### config.mk
export PLATFORM = sky130hd
export DESIGN_NAME = oximeter_frame_parser
export DESIGN_NICKNAME = d
export VERILOG_FILES = /design/src/hw/rtl/ofp_pkg.sv /design/src/hw/rtl/ofp_front.sv /design/src/hw/rtl/ofp_job_queue.sv /design/src/hw/rtl/ofp_back.sv /design/src/hw/rtl/oximeter_frame_parser.sv
export SDC_FILE = /design/constraint.sdc
export NUM_CORES = 1
export LEC_CHECK = 0
export BUFFER_PORTS_ARGS = -buffer_cell sky130_fd_sc_hd__buf_4
export CAP_MARGIN = 20
export CELL_PAD_IN_SITES_DETAIL_PLACEMENT = 0
export CELL_PAD_IN_SITES_GLOBAL_PLACEMENT = 2
export CORE_MARGIN = 4
export CORE_UTILIZATION = 47
export CTS_BUF_LIST = sky130_fd_sc_hd__clkbuf_16
export CTS_CLUSTER_DIAMETER = 100
export DETAILED_ROUTE_END_ITERATION = 10
export PLACE_DENSITY = 0.94
export REMOVE_ABC_BUFFERS = 1
export SYNTH_ARGS = -nofsm -noshare
export SYNTH_HDL_FRONTEND = slang
export SYNTH_SLANG_ARGS = --single-unit
export TNS_END_PERCENT = 1
### constraint.sdc
create_clock -name clk -period 8.55 [get_ports clk]
set_clock_uncertainty 0.05 [all_clocks]
set_input_delay 0.855 -clock clk [delete_from_list [all_inputs] [get_ports clk]]
set_output_delay 0.855 -clock clk [all_outputs]
set_load 0.02 [all_outputs]
### src/hw/rtl/ofp_pkg.sv
// Shared types, constants and the packet length table of the oximeter frame parser.
`timescale 1ns / 1ps
`default_nettype none
package ofp_pkg;

	// Packet geometry
	localparam int STORE_DEPTH = 9;               // header, high-bit byte, seven data bytes
	localparam int DATA_BYTES  = STORE_DEPTH - 2;
	localparam int QUEUE_DEPTH = 2;
	localparam int Q_PTR_W     = $clog2(QUEUE_DEPTH);
	localparam int Q_CNT_W     = $clog2(QUEUE_DEPTH + 1);

	// Header bytes of the record packets
	localparam logic [7:0] HDR_SPOT   = 8'h09;
	localparam logic [7:0] HDR_TRIPLE = 8'h0f;
	localparam logic [7:0] PULSE_NONE = 8'hff;

	// Result kinds as seen on the kind port
	localparam logic [1:0] KIND_RECORD = 2'd0;
	localparam logic [1:0] KIND_PAD    = 2'd1;
	localparam logic [1:0] KIND_RESP   = 2'd2;

	// Work handed from the framer to the result builder
	typedef enum logic [1:0] {
		JOB_PAD,
		JOB_RESP,
		JOB_SPOT,
		JOB_TRIPLE
	} job_kind_t;

	typedef struct packed {
		job_kind_t                     kind;
		logic [7:0]                    hdr;     // header, or offending byte for padding
		logic [7:0]                    msb;     // high-bit byte (packet byte 1)
		logic [DATA_BYTES-1:0][7:0]    data;    // raw bytes 2..8, byte 2 lowest
		logic [3:0]                    len;
		logic                          started;
	} job_t;

	typedef struct packed {
		logic [1:0]  kind;
		logic [7:0]  pulse;
		logic [7:0]  spo2;
		logic [15:0] perfusion;
		logic [7:0]  code;
		logic [55:0] payload;
		logic [2:0]  count;
		logic        started;
		logic        last;
	} res_t;

	// Packet length from the low five bits of the header; zero = unknown header
	function automatic logic [3:0] pkt_len(input logic [4:0] code);
		logic [3:0] len;
		case (code)
			5'd2, 5'd3, 5'd4, 5'd5, 5'd17, 5'd19, 5'd20: len = 4'd9;
			5'd6, 5'd10, 5'd11:                          len = 4'd4;
			5'd7, 5'd8, 5'd15, 5'd18:                    len = 4'd8;
			5'd9:                                        len = 4'd6;
			5'd12:                                       len = 4'd2;
			5'd14, 5'd16:                                len = 4'd3;
			default:                                     len = 4'd0;
		endcase
		return len;
	endfunction

endpackage
`default_nettype wire

### src/hw/rtl/ofp_front.sv
// Framer: takes bytes, tracks import and hunt state, hands finished packets on as jobs.
`timescale 1ns / 1ps
`default_nettype none
module ofp_front (
	input  wire logic          clk,
	input  wire logic          arst_n,
	input  wire logic          accept,
	input  wire logic          cmd,
	input  wire logic [7:0]    rx_byte,
	output ofp_pkg::job_t      job,
	output logic               job_push
);
	import ofp_pkg::*;

	logic [7:0] hdr_q;
	logic [7:0] st_q [STORE_DEPTH-1];   // packet bytes 1..8
	logic [3:0] idx_q;
	logic [3:0] len_q;
	logic       reading_q;
	logic [7:0] imp_hdr_q;
	logic       hunting_q;

	logic [3:0] idx_nxt;
	logic [2:0] slot;
	logic       finish;
	logic       begin_frm;
	logic       pad;
	logic [3:0] b_len;
	logic [7:0] merged [STORE_DEPTH-1];

	assign b_len   = pkt_len(rx_byte[4:0]);
	assign idx_nxt = idx_q + 4'd1;
	assign slot    = 3'(idx_q - 4'd1);

	always_comb begin
		for (int k = 0; k < STORE_DEPTH - 1; k++) begin
			merged[k] = (slot == 3'(k)) ? rx_byte : st_q[k];
		end
	end

	// Decode of one request
	always_comb begin
		finish    = 1'b0;
		begin_frm = 1'b0;
		pad       = 1'b0;
		if (!cmd) begin
			if (hunting_q) begin
				begin_frm = (rx_byte == imp_hdr_q);
			end else if (idx_q == 4'd0) begin
				if (reading_q && rx_byte != imp_hdr_q) begin
					pad = 1'b1;
				end else begin
					begin_frm = (b_len != 4'd0);
				end
			end else begin
				finish = (idx_nxt >= len_q) || (idx_nxt >= 4'(STORE_DEPTH));
			end
		end
	end

	// Job contents
	always_comb begin
		job.hdr     = pad ? rx_byte : hdr_q;
		job.msb     = merged[0];
		for (int j = 0; j < DATA_BYTES; j++) begin
			job.data[j] = merged[j+1];
		end
		job.len     = len_q;
		job.started = 1'b0;
		job.kind    = JOB_PAD;
		job_push    = 1'b0;
		if (accept && pad) begin
			job_push = 1'b1;
		end else if (accept && finish) begin
			if (!reading_q) begin
				if (hdr_q inside {HDR_SPOT, HDR_TRIPLE}) begin
					job.started = 1'b1;
					job.kind    = (hdr_q == HDR_SPOT) ? JOB_SPOT : JOB_TRIPLE;
					job_push    = 1'b1;
				end else begin
					job.kind = JOB_RESP;
					job_push = 1'b1;
				end
			end else if (hdr_q == HDR_SPOT) begin
				job.kind = JOB_SPOT;
				job_push = 1'b1;
			end else if (hdr_q == HDR_TRIPLE) begin
				job.kind = JOB_TRIPLE;
				job_push = 1'b1;
			end
		end
	end

	always_ff @(posedge clk or negedge arst_n) begin
		if (!arst_n) begin
			idx_q     <= '0;
			len_q     <= '0;
			reading_q <= 1'b0;
			imp_hdr_q <= '0;
			hunting_q <= 1'b0;
		end else if (accept) begin
			if (cmd) begin
				reading_q <= 1'b0;
				hunting_q <= 1'b0;
				imp_hdr_q <= '0;
				idx_q     <= '0;
			end else if (begin_frm) begin
				hunting_q <= 1'b0;
				len_q     <= b_len;
				idx_q     <= 4'd1;
			end else if (pad) begin
				hunting_q <= 1'b1;
			end else if (finish) begin
				idx_q <= '0;
				if (!reading_q && (hdr_q inside {HDR_SPOT, HDR_TRIPLE})) begin
					reading_q <= 1'b1;
					imp_hdr_q <= hdr_q;
				end
			end else if (idx_q != 4'd0) begin
				idx_q <= idx_nxt;
			end
		end
	end

	// Packet store, no reset
	always_ff @(posedge clk) begin
		if (accept && !cmd && begin_frm) begin
			hdr_q <= rx_byte;
		end
		if (accept && !cmd && !hunting_q && idx_q != 4'd0) begin
			st_q[slot] <= rx_byte;
		end
	end

endmodule
`default_nettype wire

### src/hw/rtl/ofp_job_queue.sv
// Short job queue between the framer and the result builder.
`timescale 1ns / 1ps
`default_nettype none
module ofp_job_queue (
	input  wire logic          clk,
	input  wire logic          arst_n,
	input  wire logic          push,
	input  wire ofp_pkg::job_t push_job,
	output logic               full,
	input  wire logic          pop,
	output logic               head_valid,
	output ofp_pkg::job_t      head_job
);
	import ofp_pkg::*;

	job_t               mem [QUEUE_DEPTH];
	logic [Q_PTR_W-1:0] wr_ptr_q;
	logic [Q_PTR_W-1:0] rd_ptr_q;
	logic [Q_CNT_W-1:0] cnt_q;
	logic               do_push;
	logic               do_pop;

	assign full       = (cnt_q == Q_CNT_W'(QUEUE_DEPTH));
	assign head_valid = (cnt_q != '0);
	assign head_job   = mem[rd_ptr_q];
	assign do_push    = push && !full;
	assign do_pop     = pop && head_valid;

	always_ff @(posedge clk or negedge arst_n) begin
		if (!arst_n) begin
			wr_ptr_q <= '0;
			rd_ptr_q <= '0;
			cnt_q    <= '0;
		end else begin
			if (do_push) begin
				wr_ptr_q <= (wr_ptr_q == Q_PTR_W'(QUEUE_DEPTH - 1)) ? '0 : wr_ptr_q + 1'b1;
			end
			if (do_pop) begin
				rd_ptr_q <= (rd_ptr_q == Q_PTR_W'(QUEUE_DEPTH - 1)) ? '0 : rd_ptr_q + 1'b1;
			end
			if (do_push && !do_pop) begin
				cnt_q <= cnt_q + 1'b1;
			end else if (do_pop && !do_push) begin
				cnt_q <= cnt_q - 1'b1;
			end
		end
	end

	always_ff @(posedge clk) begin
		if (do_push) begin
			mem[wr_ptr_q] <= push_job;
		end
	end

endmodule
`default_nettype wire

### src/hw/rtl/ofp_back.sv
// Result builder: restores high bits and expands a job into one or three results.
`timescale 1ns / 1ps
`default_nettype none
module ofp_back (
	input  wire logic          clk,
	input  wire logic          arst_n,
	input  wire logic          job_valid,
	input  wire ofp_pkg::job_t job,
	output logic               job_pop,
	output logic               empty,
	input  wire logic          pop,
	output ofp_pkg::res_t      res
);
	import ofp_pkg::*;

	res_t                       res_q;
	logic                       out_valid_q;
	logic [1:0]                 sub_q;
	logic [DATA_BYTES-1:0][7:0] rst;
	logic                       can_load;
	res_t                       nres;
	logic [2:0]                 cnt;
	logic [7:0]                 sp;
	logic [7:0]                 pu;

	assign empty    = !out_valid_q;
	assign res      = res_q;
	assign can_load = !out_valid_q || pop;
	assign job_pop  = job_valid && can_load && nres.last;

	// Put the high bits back
	always_comb begin
		for (int j = 0; j < DATA_BYTES; j++) begin
			rst[j] = {job.msb[j], job.data[j][6:0]};
		end
	end

	assign cnt = 3'(job.len - 4'd2);

	always_comb begin
		sp = rst[0];
		pu = rst[1];
		case (sub_q)
			2'd1:    begin sp = rst[2]; pu = rst[3]; end
			2'd2:    begin sp = rst[4]; pu = rst[5]; end
			default: begin sp = rst[0]; pu = rst[1]; end
		endcase
	end

	always_comb begin
		nres         = '0;
		nres.code    = job.hdr;
		nres.started = job.started;
		nres.last    = 1'b1;
		case (job.kind)
			JOB_PAD: begin
				nres.kind    = KIND_PAD;
				nres.started = 1'b0;
			end
			JOB_RESP: begin
				nres.kind    = KIND_RESP;
				nres.count   = cnt;
				nres.started = 1'b0;
				for (int j = 0; j < DATA_BYTES; j++) begin
					nres.payload[8*j +: 8] = (3'(j) < cnt) ? rst[j] : 8'd0;
				end
			end
			JOB_SPOT: begin
				nres.kind = KIND_RECORD;
				if (rst[0] != 8'd0 && rst[1] != 8'd0) begin
					nres.spo2      = rst[0];
					nres.pulse     = rst[1];
					nres.perfusion = {rst[3], rst[2]};
				end
			end
			JOB_TRIPLE: begin
				nres.kind = KIND_RECORD;
				nres.last = (sub_q == 2'd2);
				if (pu != PULSE_NONE) begin
					nres.spo2  = sp;
					nres.pulse = pu;
				end
			end
			default: begin
				nres.kind = KIND_PAD;
			end
		endcase
	end

	always_ff @(posedge clk or negedge arst_n) begin
		if (!arst_n) begin
			out_valid_q <= 1'b0;
			sub_q       <= '0;
		end else if (job_valid && can_load) begin
			out_valid_q <= 1'b1;
			sub_q       <= nres.last ? 2'd0 : sub_q + 2'd1;
		end else if (pop) begin
			out_valid_q <= 1'b0;
		end
	end

	always_ff @(posedge clk) begin
		if (job_valid && can_load) begin
			res_q <= nres;
		end
	end

endmodule
`default_nettype wire

### src/hw/rtl/oximeter_frame_parser.sv
// Top level of the oximeter frame parser: framer, job queue and result builder.
`timescale 1ns / 1ps
`default_nettype none
// Parses the byte stream of a pulse oximeter link. Each request carries either a
// received byte (cmd low) or an end-import command (cmd high). Packet length comes
// from the low five bits of the header; byte 1 holds the high bits of bytes 2 and up,
// which are restored. Header 0x09 gives one measurement record, 0x0f three; the first
// such packet switches the block into import mode and its records carry
// import_started. Other packets outside an import give one response result with the
// restored payload. In import mode a wrong header gives one padding record, after
// which bytes are dropped until the import header shows up again. Unknown headers
// outside an import are dropped. Rate: one byte per clock while full is low; the
// framer takes a byte every cycle that a request is accepted, and the result builder
// issues one result per cycle while its output register is empty or popped, so a 0x0f
// packet occupies it for three results. A two-entry job queue and a one-entry output
// register absorb that. With pop held high, full rises only when a wrong header comes
// straight after the last byte of a 0x0f packet in an import; otherwise it rises only
// when the consumer holds off pop. Jobs pass the queue, then the output register.
module oximeter_frame_parser (
	input  wire logic        clk,
	input  wire logic        arst_n,
	input  wire logic        push,
	output logic             full,
	input  wire logic        cmd,
	input  wire logic [7:0]  rx_byte,
	output logic             empty,
	input  wire logic        pop,
	output logic [1:0]       kind,
	output logic [7:0]       pulse,
	output logic [7:0]       spo2,
	output logic [15:0]      perfusion,
	output logic [7:0]       response_code,
	output logic [55:0]      payload,
	output logic [2:0]       payload_count,
	output logic             import_started,
	output logic             last
);
	import ofp_pkg::*;

	logic  accept;
	job_t  fr_job;
	logic  fr_push;
	logic  q_pop;
	logic  q_valid;
	job_t  q_job;
	res_t  res;

	// A request is taken whenever the queue has room, whether or not it ends a packet
	assign accept = push && !full;

	ofp_front u_front (
		.clk      (clk),
		.arst_n   (arst_n),
		.accept   (accept),
		.cmd      (cmd),
		.rx_byte  (rx_byte),
		.job      (fr_job),
		.job_push (fr_push)
	);

	ofp_job_queue u_queue (
		.clk        (clk),
		.arst_n     (arst_n),
		.push       (fr_push),
		.push_job   (fr_job),
		.full       (full),
		.pop        (q_pop),
		.head_valid (q_valid),
		.head_job   (q_job)
	);

	ofp_back u_back (
		.clk       (clk),
		.arst_n    (arst_n),
		.job_valid (q_valid),
		.job       (q_job),
		.job_pop   (q_pop),
		.empty     (empty),
		.pop       (pop),
		.res       (res)
	);

	assign kind           = res.kind;
	assign pulse          = res.pulse;
	assign spo2           = res.spo2;
	assign perfusion      = res.perfusion;
	assign response_code  = res.code;
	assign payload        = res.payload;
	assign payload_count  = res.count;
	assign import_started = res.started;
	assign last           = res.last;

endmodule
`default_nettype wire
## Word-level counts from Yosys, hierarchy flattened

Memory sizes are Yosys's and may differ from the RTL's.
Index checks and enable logic that the tools add are counted.

| storage, ports and cells | value |
|---|---|
| RAM bits | 222 |
| bits in read-only memories | 128 |
| output and inout bits | 105 |
| memories | 3 |
| flip-flop bits (word level) | 136 |
| input bits | 13 |
| word-level logic and storage cells | 194 |

Memories:

| name | depth | width | rd ports | clocked after Yosys merged registers in | write ports | line | text |
|---|---|---|---|---|---|---|---|
| u_queue.mem | 2 | 79 | 1 | 0 | 1 | ofp_job_queue.sv:16 | `job_t mem [QUEUE_DEPTH];` |
| (no name shown) | 32 | 4 | 1 | 0 | 0 | ofp_pkg.sv:55 | `case (code)` |
| u_front.st_q | 8 | 8 | 8 | 0 | 1 | ofp_front.sv:16 | `logic [7:0] st_q [STORE_DEPTH-1];` |

| cells by class | value |
|---|---|
| multiplexer cells | 72 |
| bitwise operators | 1 |
| $lt $le $gt $ge | 9 |
| eq/ne operators | 21 |
| add/subtract/negate cells | 8 |
| reductions and logical operators | 54 |

Operators with widths:

| kind | number |
|---|---|
| $mux 8 | 14 |
| $mux 1 | 38 |
| $mux 32 | 1 |
| $pmux 16 s2 | 1 |
| $pmux 8 s2 | 2 |
| $mux 4 | 5 |
| $mux 2 | 9 |
| $reduce_and 2->1 | 9 |
| $eq 8x4->1 const B | 2 |
| $logic_and 1x1->1 | 16 |
| $mux 16 | 1 |
| $reduce_bool 8->1 | 2 |
| $eq 3x3->1 const B | 4 |
| $reduce_bool 2->1 | 6 |
| $reduce_bool 4->1 | 3 |
| $lt 3x3->1 const A | 3 |
| $eq 2x2->1 const B | 4 |
| $eq 8x8->1 | 1 |
| $ne 8x8->1 | 1 |
| $ne 8x8->1 const B | 1 |
| $logic_not 1->1 | 7 |
| $eq 3x2->1 const B | 2 |
| $lt 1x3->1 const A | 2 |
| $lt 2x3->1 const A | 2 |
| other kinds (22) | 29 |

## Depth between registers and ports, before layout

Gate-level depths: netlist (run 1).

| logic depth | value |
|---|---|
| depth after elaboration | 14 |
| depth in mapped cells | 12 |

## Cells and area by module

A second synthesis (run 1) with hierarchy kept.

| unflattened totals | value |
|---|---|
| cell total of the unflattened synthesis | 915 |
| area, all modules | 15376.0 um^2 |

Modules (own cells, without submodules):

| module | sequential area each (um^2) | cells an instance | area each (um^2) | times used |
|---|---|---|---|---|
| ofp_job_queue | 4844.6 | 265 | 6302.3 | 1 |
| ofp_front | 2612.5 | 347 | 4600.7 | 1 |
| ofp_back | 3168.0 | 302 | 4459.3 | 1 |
| oximeter_frame_parser | 0.0 | 1 | 13.8 | 1 |

## Worst setup path before layout (run 1)

No wires, ideal clock.

| path | value |
|---|---|
| path kind | input-to-reg |
| from | in rx_byte[5] |
| to | mem u_queue.mem[0][0] in the netlist's numbering (enable) |
| buffers on the path | 1 |
| cell stages on the path | 7 |
| setup slack | 2.688 ns |
| data required time | 7.993 ns |
| data arrival time | 5.306 ns |
| cell sequence | buf_2 -> xnor2_1 -> nand4_1 -> o21ai_0 -> or3_2 -> o32ai_2 -> nor2b_1 |

| between the ends | value |
|---|---|
| word-level cells in the longest chain between the ends | 11 |

Ends and longest elaborated chain:

| what | line | text |
|---|---|---|
| start: declaration | oximeter_frame_parser.sv:25 | `input wire logic [7:0] rx_byte,` |
| $ne 8x8->1 | ofp_front.sv:50 | `if (reading_q && rx_byte != imp_hdr_q) begin` |
| $logic_and 1x1->1 | ofp_front.sv:50 |  |
| $mux 1 | ofp_front.sv:50 |  |
| $mux 1 | ofp_front.sv:49 | `end else if (idx_q == 4'd0) begin` |
| $mux 1 | ofp_front.sv:47 | `if (hunting_q) begin` |
| $mux 1 | ofp_front.sv:46 | `if (!cmd) begin` |
| $logic_and 1x1->1 | ofp_front.sv:72 | `if (accept && pad) begin` |
| $mux 1 | ofp_front.sv:72 |  |
| $logic_and 1x1->1 | ofp_job_queue.sv:26 | `assign do_push = push && !full;` |
| via u_queue.do_push | ofp_job_queue.sv:20 | `logic do_push;` |
| $mux 1 | ofp_job_queue.sv:50 | `if (do_push) begin` |
| $mux 1 (implied by the code) | ofp_job_queue.sv:51 | `mem[wr_ptr_q] <= push_job;` |
| end: declaration | ofp_job_queue.sv:16 |  |

The timed path passes the listed nets, and every way through them passes these cells.

==> run metrics, run 1 <==
syn_area_per_cell=15.6 µm²; Syn. warnings=0; worst path arrival time=4.00 ns; final setup violation count=0; setup bufs post-CTS=0; Synth-to-Final Area Change=16.6%; Post-route DRC=0; Starting Density=0.477; Clock Path Buffers=3; Post-synth EDFFs=between 300 and 400; clk_lat worst skew=0.50 ns; num rows=62; Post-DP HPWL=about 18 mm; Crit path max-delay family=compound AO/OA/AOI/OAI gates; final wirelength=approximately 27 mm; top-count cell post-synth=edfxtp_1; Req. time, crit path=8.69 ns; max-slew violation count=0; Die X=approximately 180 µm; antenna violations before repair=0; synth unique cells=66; vias post-DR=between 7000 and 8000; crit path launch type=flop; hold-fix buffers at CTS=0; top cell type's share of synthesized area=0.674; CTS buffer count=35; DRT iter0 DRCs=around 550; Worst Path Buf+Inv=1; post-route setup slack=between 4 and 5 ns; GP Congestion=0.797; pwr/cell area=between 300 and 400 nW/µm²; Post-CTS Resized=0; ANT cells=0; crit path kind=reg -> reg; largest net degree at the start of global routing=71; fraction of layout cells with a size suffix above 1=0.262; Die Y=approximately 180 µm; CTS clock-pin slew for the worst setup and hold paths=around 0.060 ns; final core utilization=0.556; Post-synth ARST share=0.0753; die area=between 30000 and 40000 µm²; RSZ-0062 raised after global routing=no; crit path cell chain=buf_4, nor2_1, a31oi_1, a41o_1, o22ai_1; IO Count=approximately 120; sequential share of the synthesized area=0.719; nets@finish=approximately 1000; clk root buf=clkbuf_16; CP max stage delay=around 0.84 ns; Antenna Nets Post-Route=0; dominant synthesized flop cell=edfxtp_1; total grt overflow=0; Finished Layout Cells=1409; Pleak=~6 nW; Max Freq=0.259 GHz; #FFs+latches synth=roughly 330; Worst-Margin Slew=about 1.0 ns; Max-Cap Viols=0; CP Capture Type=flop; TritonRoute pass-1 iters=5; synthesized instance count=~880; core area=roughly 29000 µm²; Hold Vio Cnt, Final=0; synthesized area=roughly 14000 µm²; Sink Count=~330; Port Buffers=approximately 120; status=finished clean; global-route wire length before repair=41.6 mm; post-synth top area cell=edfxtp_1; H-tree depth=2; DR WL/cell=about 19 µm; maximum VDD drop=0.174 mV; Worst slew margin=0.331; dpl ws=~4.7 ns; fin crit share=0.451; worst hold path class=in -> async; commonest cells in the synthesized netlist=edfxtp_1, nor2_1, mux2_2, mux2i_1, nand2_1; CTS tree=yes; Via density=about 5.3; crit-path max FO=42; slowest stage cell on the critical path=a41o_1; vias in the first global route=just over 7000; GRT Total Usage=0.170; Pwr Total=about 5.5 mW; min cycle time layout=slightly below 4 ns; Fin Setup TNS=0 ns; dpl cells=~1300; top area cells in the synthesized netlist=edfxtp_1, mux2_2, dfrtp_1
-- logic make-up after synthesis --
group,share of synthesized area
fa+ha+maj,0.0146
xor+xnor,0.0122
simple gates,0.0740
buf+inv,0.0250
compound gates,0.0542
mux,0.101
flops,0.719
-- final timing paths --
path	startpoint	endpoint	slack (ns)	cells past startpoint
worst min-delay path	arst_n	u_queue.cnt_q[1]	0.22	1
max in group asynchronous	arst_n	u_queue.rd_ptr_q	7.92	1
worst max-delay path	u_queue.rd_ptr_q	u_back.res[87]	4.69	5
min in group clk	u_front.len_q[3]	u_front.len_q[3]	0.46	1
worst min register to register	u_front.len_q[3]	u_front.len_q[3]	0.46	1
worst max register to register	u_queue.rd_ptr_q	u_back.res[87]	4.69	5
-- report_power, final --
part | internal [mW] | total (mW) | switching [mW]
Combinational | 0.659 | 1.71 | 1.05
Clock | 0.814 | 1.40 | 0.588
Sequential | 2.23 | 2.39 | 0.155
Total | 3.71 | 5.50 | 1.79
-- routing by layer --
metal / track usage / vias up / wire [µm]
met4: 0.0416 / 0 / 408
met5: 0 / - / 0
li1: - / 3562 / -
met1: 0.252 / 3682 / 12600
met2: 0.267 / 200 / 12700
met3: 0.0254 / 36 / 1400
-- cell type report --
class / instances / area, µm²
tap: 384 / 480
clock inverter: 22 / 149
fill: 2290 / 12700
sequential: 332 / 9850
multi-input combinational: 479 / 3510
clock buffer: 37 / 926
timing repair buffer: 124 / 926
inverter: 31 / 119
-- per-stage QoR --
step | hold slack [ns] | instance area, µm²
global route | 0.229 | 16000
detailed placement | 0.447 | 14900
global placement | 0.444 | 14900
floorplan | 0.392 | 13500
CTS | 0.215 | 15900
finish | 0.220 | 16000
-- registers in the layout (all words and copies together) (netlist names), 2 cells and up --
signal / cells
u_front.st_q: 56
u_front.imp_hdr_q: 8
u_back.res: 103
u_front.len_q: 4
u_back.sub_q: 2
u_queue.cnt_q: 2
u_front.hdr_q: 8
u_front.idx_q: 4
u_queue.mem: 140
-- placed cells by master (no fill, tap or decap), types with 10 or more instances in the layout --
master	instances
buf_4	122
nand2_1	44
mux2i_1	51
a21o_1	10
edfxtp_1	307
o22ai_1	27
o21ai_0	20
xnor2_1	13
nor2_1	95
ha_1	16
nand2b_1	12
clkbuf_16	37
dfrtp_1	24
inv_1	36
nor2b_1	13
mux2_2	77
Note: power is estimated with default switching activity, not from simulation.
==> run 2, diff against run 1 <==
--- a/config.mk
+++ b/config.mk
@@ -10,11 +10,11 @@
 export CELL_PAD_IN_SITES_DETAIL_PLACEMENT = 0
 export CELL_PAD_IN_SITES_GLOBAL_PLACEMENT = 2
 export CORE_MARGIN = 4
-export CORE_UTILIZATION = 47
+export CORE_UTILIZATION = 43
 export CTS_BUF_LIST = sky130_fd_sc_hd__clkbuf_16
 export CTS_CLUSTER_DIAMETER = 100
 export DETAILED_ROUTE_END_ITERATION = 10
-export PLACE_DENSITY = 0.94
+export PLACE_DENSITY = 0.88
 export REMOVE_ABC_BUFFERS = 1
 export SYNTH_ARGS = -nofsm -noshare
 export SYNTH_HDL_FRONTEND = slang
==> constraint.sdc (replaced) <==
create_clock -name clk -period 3.9 [get_ports clk]
set_clock_uncertainty 0.05 [all_clocks]
set_input_delay 0.39 -clock clk [delete_from_list [all_inputs] [get_ports clk]]
set_output_delay 0.39 -clock clk [all_outputs]
set_load 0.02 [all_outputs]
==> run 2 against run 1 <==
Hold slack lost 0.18 ns. Sequential share of layout area decreased by 1.1 points. Non-clock buffer count up 16. Global-route usage is 1.2 points lower. Setup slack got worse by 4.4 ns. Power up 120%. Combinational power is 120% higher. First-iteration DRC count shrank 4.6%. Die area is 8.9% higher. Critical endpoint is now u_queue.mem[1][45]. Highest routed layer unchanged.
==> run metrics, run 2 (synthesized netlist as in run 1, its figures left out) <==
status=finished clean; Sink Count=roughly 330; Hold Vio Cnt, Final=0; clk_lat worst skew=~0.51 ns; core area=between 30000 and 40000 µm²; dpl ws=around 0.29 ns; ANT cells=0; min cycle time layout=about 3.6 ns; vias in the first global route=roughly 7400; Worst R2R Setup Slack=~0.28 ns; vias post-DR=roughly 7600; post-route setup slack=0.280 ns; pwr/cell area=roughly 760 nW/µm²; GRT Total Usage=0.157; most common cell after layout, fill and taps aside=edfxtp_1; worst path arrival time=about 3.8 ns; FF-to-FF End=u_queue.mem[1][45]; Synth-to-Final Area Change=18.8%; DR WL/cell=19.1 µm; Starting Density=0.435; Largest register FFs=140; TritonRoute pass-1 iters=5; max-slew violation count=0; Pleak=just over 6 nW; reg-to-reg startpoint=u_front.idx_q[0]; H-tree depth=2; RSZ-0062 raised after global routing=no; Post-DP HPWL=18.4 mm; Die X=roughly 190 µm; hold wc startpoint=rx_byte[7]; cell count of the worst reg-to-reg path=7; fin crit share=0.928; Die Y=approximately 190 µm; Worst-Margin Slew=roughly 0.98 ns; Critical Path Sink=u_queue.mem[1][45]; final hold slack=about 0.038 ns; num rows=65; worst hold path class=in -> reg; nets@finish=~1000; total grt overflow=0; crit-path max FO=15; # fillers=approximately 2600; CTS clock-pin slew for the worst setup and hold paths=approximately 0.060 ns; final wirelength=roughly 28 mm; die area=roughly 35000 µm²; Top Usage Layer GRT=met2; met1 usage=0.223; clk root buf=clkbuf_16; Finished Layout Cells=around 1500; Fin Setup TNS=0 ns; most frequent cells in the layout=edfxtp_1, buf_4, nor2_1; Post-route DRC=0; crit path launch type=flop; maximum VDD drop=0.369 mV; largest net degree at the start of global routing=105; global-route wire length before repair=roughly 43 mm; CTS tree=yes; slowest stage cell on the critical path=or3_2; met3 GRT Util=0.0297; Max-Cap Viols=0; Top reg by flops=u_queue.mem; Stages on worst setup path=7; Worst Setup SP=u_front.idx_q[0]; IO Count=about 120; crit path kind=reg -> reg; Antenna Nets Post-Route=0; final setup violation count=0; Worst Path Buf+Inv=2; Clock Path Buffers=3; Crit path max-delay family=simple AND/OR/NAND/NOR gates; CP max stage delay=roughly 0.55 ns; CTS buffer count=36; Max Freq=~0.28 GHz; fraction of layout cells with a size suffix above 1=0.272; GP Congestion=a little under 0.8; Port Buffers=117; Post-CTS Resized=0; dpl cells=about 1400; DRT iter0 DRCs=522; crit path cell chain=inv_1, ha_1, or3b_1, or3_2, o32ai_2, and2_2, buf_4; antenna violations before repair=0; CP Capture Type=flop; Worst slew margin=0.338; Req. time, crit path=4.05 ns; Via density=5.21; met2 Use GR=0.255
[run 2: changes by cell type in the layout (fill, tap and decap cells not counted), moves of 2 or more]
cell,change
clkinv_2,-2
buf_4,+13
clkinv_1,+3
buf_12,+4
clkinv_4,+2
buf_2,-2
inv_1,+3
clkinvlp_4,-2
bufinv_16,+3
[run 2: power by group]
part	leakage, nW	internal [mW]	switching [mW]
clock	0.605	1.99	1.31
combinational	2.32	1.51	2.30
sequential	3.20	4.89	0.344
total	6.13	8.39	3.96
[run 2: area by class of cell]
cell class	instances	area (µm²)	area share
Tap cell	402	503	0.0309
Timing Repair Buffer	140	1100	0.0679
Inverter	31	119	0.00731
Multi-Input combinational cell	479	3510	0.216
Clock inverter	29	246	0.0152
Sequential cell	332	9850	0.606
Clock buffer	37	926	0.0570
[run 2: routing by layer]
metal / part of all wire / wire length [µm]
met2: 0.48 / 13200
met3: 0.050 / 1390
met5: 0 / 0
met4: 0.016 / 450
met1: 0.46 / 12700
[run 2: what timing repair did]
| action | 4_1_cts | 5_1_grt |
|---|---|---|
| hold buffers | 1 | 0 |
| endpoints found under the hold margin | 25 | 0 |
| buffers inserted | 0 | 0 |
[run 2: worst min-delay path by stage]
stage | end | depth (start not counted) | slack, ns
detailed placement | u_back.out_valid_q | 1 | 0.28
CTS | u_front.hdr_q[7] | 1 | 0.02
global placement | u_back.out_valid_q | 1 | 0.28
global route | u_front.hdr_q[7] | 1 | 0.02
finish | u_front.hdr_q[7] | 1 | 0.04
floorplan | u_back.out_valid_q | 0 | 0.04
[run 2: through the flow]
step / total power [mW] / area [µm²] / utilization
floorplan: 7.73 / 13500 / -
global placement: 9.10 / 15100 / 0.479
detailed placement: 9.15 / 15100 / 0.479
CTS: 12.5 / 16300 / 0.516
global route: 13.0 / 16300 / 0.516
finish: 12.3 / 16300 / 0.516
==> run 3, diff against run 2 <==
--- a/config.mk
+++ b/config.mk
@@ -10,12 +10,14 @@
 export CELL_PAD_IN_SITES_DETAIL_PLACEMENT = 0
 export CELL_PAD_IN_SITES_GLOBAL_PLACEMENT = 2
 export CORE_MARGIN = 4
-export CORE_UTILIZATION = 43
+export CORE_UTILIZATION = 30
 export CTS_BUF_LIST = sky130_fd_sc_hd__clkbuf_16
 export CTS_CLUSTER_DIAMETER = 100
 export DETAILED_ROUTE_END_ITERATION = 10
-export PLACE_DENSITY = 0.88
+export PLACE_DENSITY = 0.67
 export REMOVE_ABC_BUFFERS = 1
+export SETUP_SLACK_MARGIN = 0.4
+export SKIP_CTS_REPAIR_TIMING = 1
 export SYNTH_ARGS = -nofsm -noshare
 export SYNTH_HDL_FRONTEND = slang
 export SYNTH_SLANG_ARGS = --single-unit
==> run 3 against run 2 <==
Sequential share of layout area decreased by 0.89 points. Clock power shrank 3%. Sequential power up 2%. Die area rose by 41%. Critical endpoint is now u_queue.mem[1][43]. Largest cell class unchanged. Sequential cell count did not move. Cell count up 13%. Wire length up 14%. Clock-buffer cell count did not move. Non-clock buffer count up 6. Hold slack gained 0.0081 ns. Fmax increased by 7.8%.
==> run metrics, run 3 (synthesized netlist as in run 1, its figures left out) <==
DR WL/cell=19.2 µm; crit path kind=reg -> reg; min cycle time layout=3.36 ns; Worst-Margin Slew=1.01 ns; antenna violations before repair=0; maximum VDD drop=0.365 mV; core area=44600 µm²; max-slew violation count=0; worst hold path class=in -> reg; nets@finish=between 1000 and 1500; num rows=a little under 80; Clock Path Buffers=3; most frequent cells in the layout=edfxtp_1, buf_4, nor2_1; vias in the first global route=slightly below 8000; Die Y=around 220 µm; IO Count=~120; total grt overflow=0; Pwr Total=roughly 12 mW; most common cell after layout, fill and taps aside=edfxtp_1; RSZ-0062 raised after global routing=yes; Req. time, crit path=4.05 ns; largest net degree at the start of global routing=83; Largest register FFs=140; Antenna Nets Post-Route=0; CTS tree=yes; H-tree depth=2; GP Congestion=about 0.76; Clock Power Share=0.259; Starting Density=0.307; Post-DP HPWL=21.7 mm; DRT iter0 DRCs=472; met3 GRT Util=0.0201; status=finished clean; Int Pwr=8.32 mW; CTS clock-pin slew for the worst setup and hold paths=around 0.060 ns; Pleak=around 6 nW; pwr/cell area=about 750 nW/µm²; TritonRoute pass-1 iters=4; worst path arrival time=between 3 and 4 ns; Sequential Area=approximately 9800 µm²; most used cell, CP=ha_1; CP Capture Type=flop; clk root buf=clkbuf_16; Max-Cap Viols=0; final core utilization=0.370; Worst slew margin=0.319; ANT cells=0; Sink Count=roughly 330; fin crit share=0.861; # fillers=roughly 4200; Worst Path Buf+Inv=2; Die X=approximately 220 µm; final wirelength=31.6 mm; Hold Vio Cnt, Final=0; met1 usage=0.172; Top Usage Layer GRT=met2; crit path launch type=flop; die area=roughly 49000 µm²; Fin Setup TNS=0 ns; Logic pwr share=0.311; Sw Ratio=0.327; dpl ws=roughly 0.45 ns; DP Area=15300 µm²; CTS buffer count=36; Via density=roughly 4.6; CP max stage delay=around 0.5 ns; final setup violation count=0; met2 Use GR=0.206; Crit path max-delay family=adder cells; slowest stage cell on the critical path=dfrtp_1; crit path cell chain=inv_1, ha_1, ha_1, a221oi_1, o221ai_1, nand2_1, o32ai_2, and2_2, buf_12; Top reg by flops=u_queue.mem; design area=16500 µm²; Max Freq=between 0.2 and 0.3 GHz; Post-route DRC=0; GRT Total Usage=0.125; crit-path max FO=29; post-route setup slack=approximately 0.54 ns; Synth-to-Final Area Change=20.5%; vias post-DR=7512; fraction of layout cells with a size suffix above 1=0.275; dpl cells=between 1500 and 2000; global-route wire length before repair=~48 mm; Net Switching=slightly above 4 mW; area occupied by multi-input gates=3510 µm²; Flop pwr share=0.430; Port Buffers=around 120; Finished Layout Cells=between 1500 and 2000; final hold slack=roughly 0.046 ns; clk_lat worst skew=a little over 0.5 ns
run 3: cell count changes in the layout (fill, tap and decap cells not counted), sizes merged:
cell / before / now
buf: 139 / 145
inv: 42 / 39
bufinv: 4 / 3
clkinv: 13 / 14
run 3: layer usage:
layer  wire length (µm)  part of all wire
met1              14600              0.46
met2              15100              0.48
met3               1100             0.035
met4                735             0.023
met5                  0                 0
run 3: cell type report:
| cell class | count | share of cell area |
|---|---|---|
| clock buffers | 37 | 0.0561 |
| clock inverters | 26 | 0.0117 |
| inverters | 31 | 0.00721 |
| multi-input cells | 479 | 0.213 |
| flip-flops and latches | 332 | 0.597 |
| well taps | 592 | 0.0449 |
| repair buffers | 146 | 0.0704 |
run 3: power groups by stage:
stage / clock [mW] / sequential [mW] / combinational, mW
floorplan: 0 / 5.91 / 1.82
global placement: 0 / 5.39 / 3.88
detailed placement: 0 / 5.40 / 3.88
CTS: 3.31 / 5.33 / 3.90
global route: 3.47 / 5.40 / 4.16
finish: 3.21 / 5.32 / 3.84
run 3: path summary, 6_finish.rpt:
check / end / cells past startpoint / slack (ns) / from
max: u_queue.mem[1][43] / 9 / 0.54 / u_front.idx_q[0]
min: u_front.hdr_q[7] / 1 / 0.05 / rx_byte[7]
max reg2reg: u_queue.mem[1][43] / 9 / 0.54 / u_front.idx_q[0]
min reg2reg: u_back.sub_q[1] / 2 / 0.46 / u_back.sub_q[1]
max in group asynchronous: u_queue.rd_ptr_q / 2 / 3.17 / arst_n
min in group asynchronous: u_front.idx_q[2] / 2 / 0.30 / arst_n
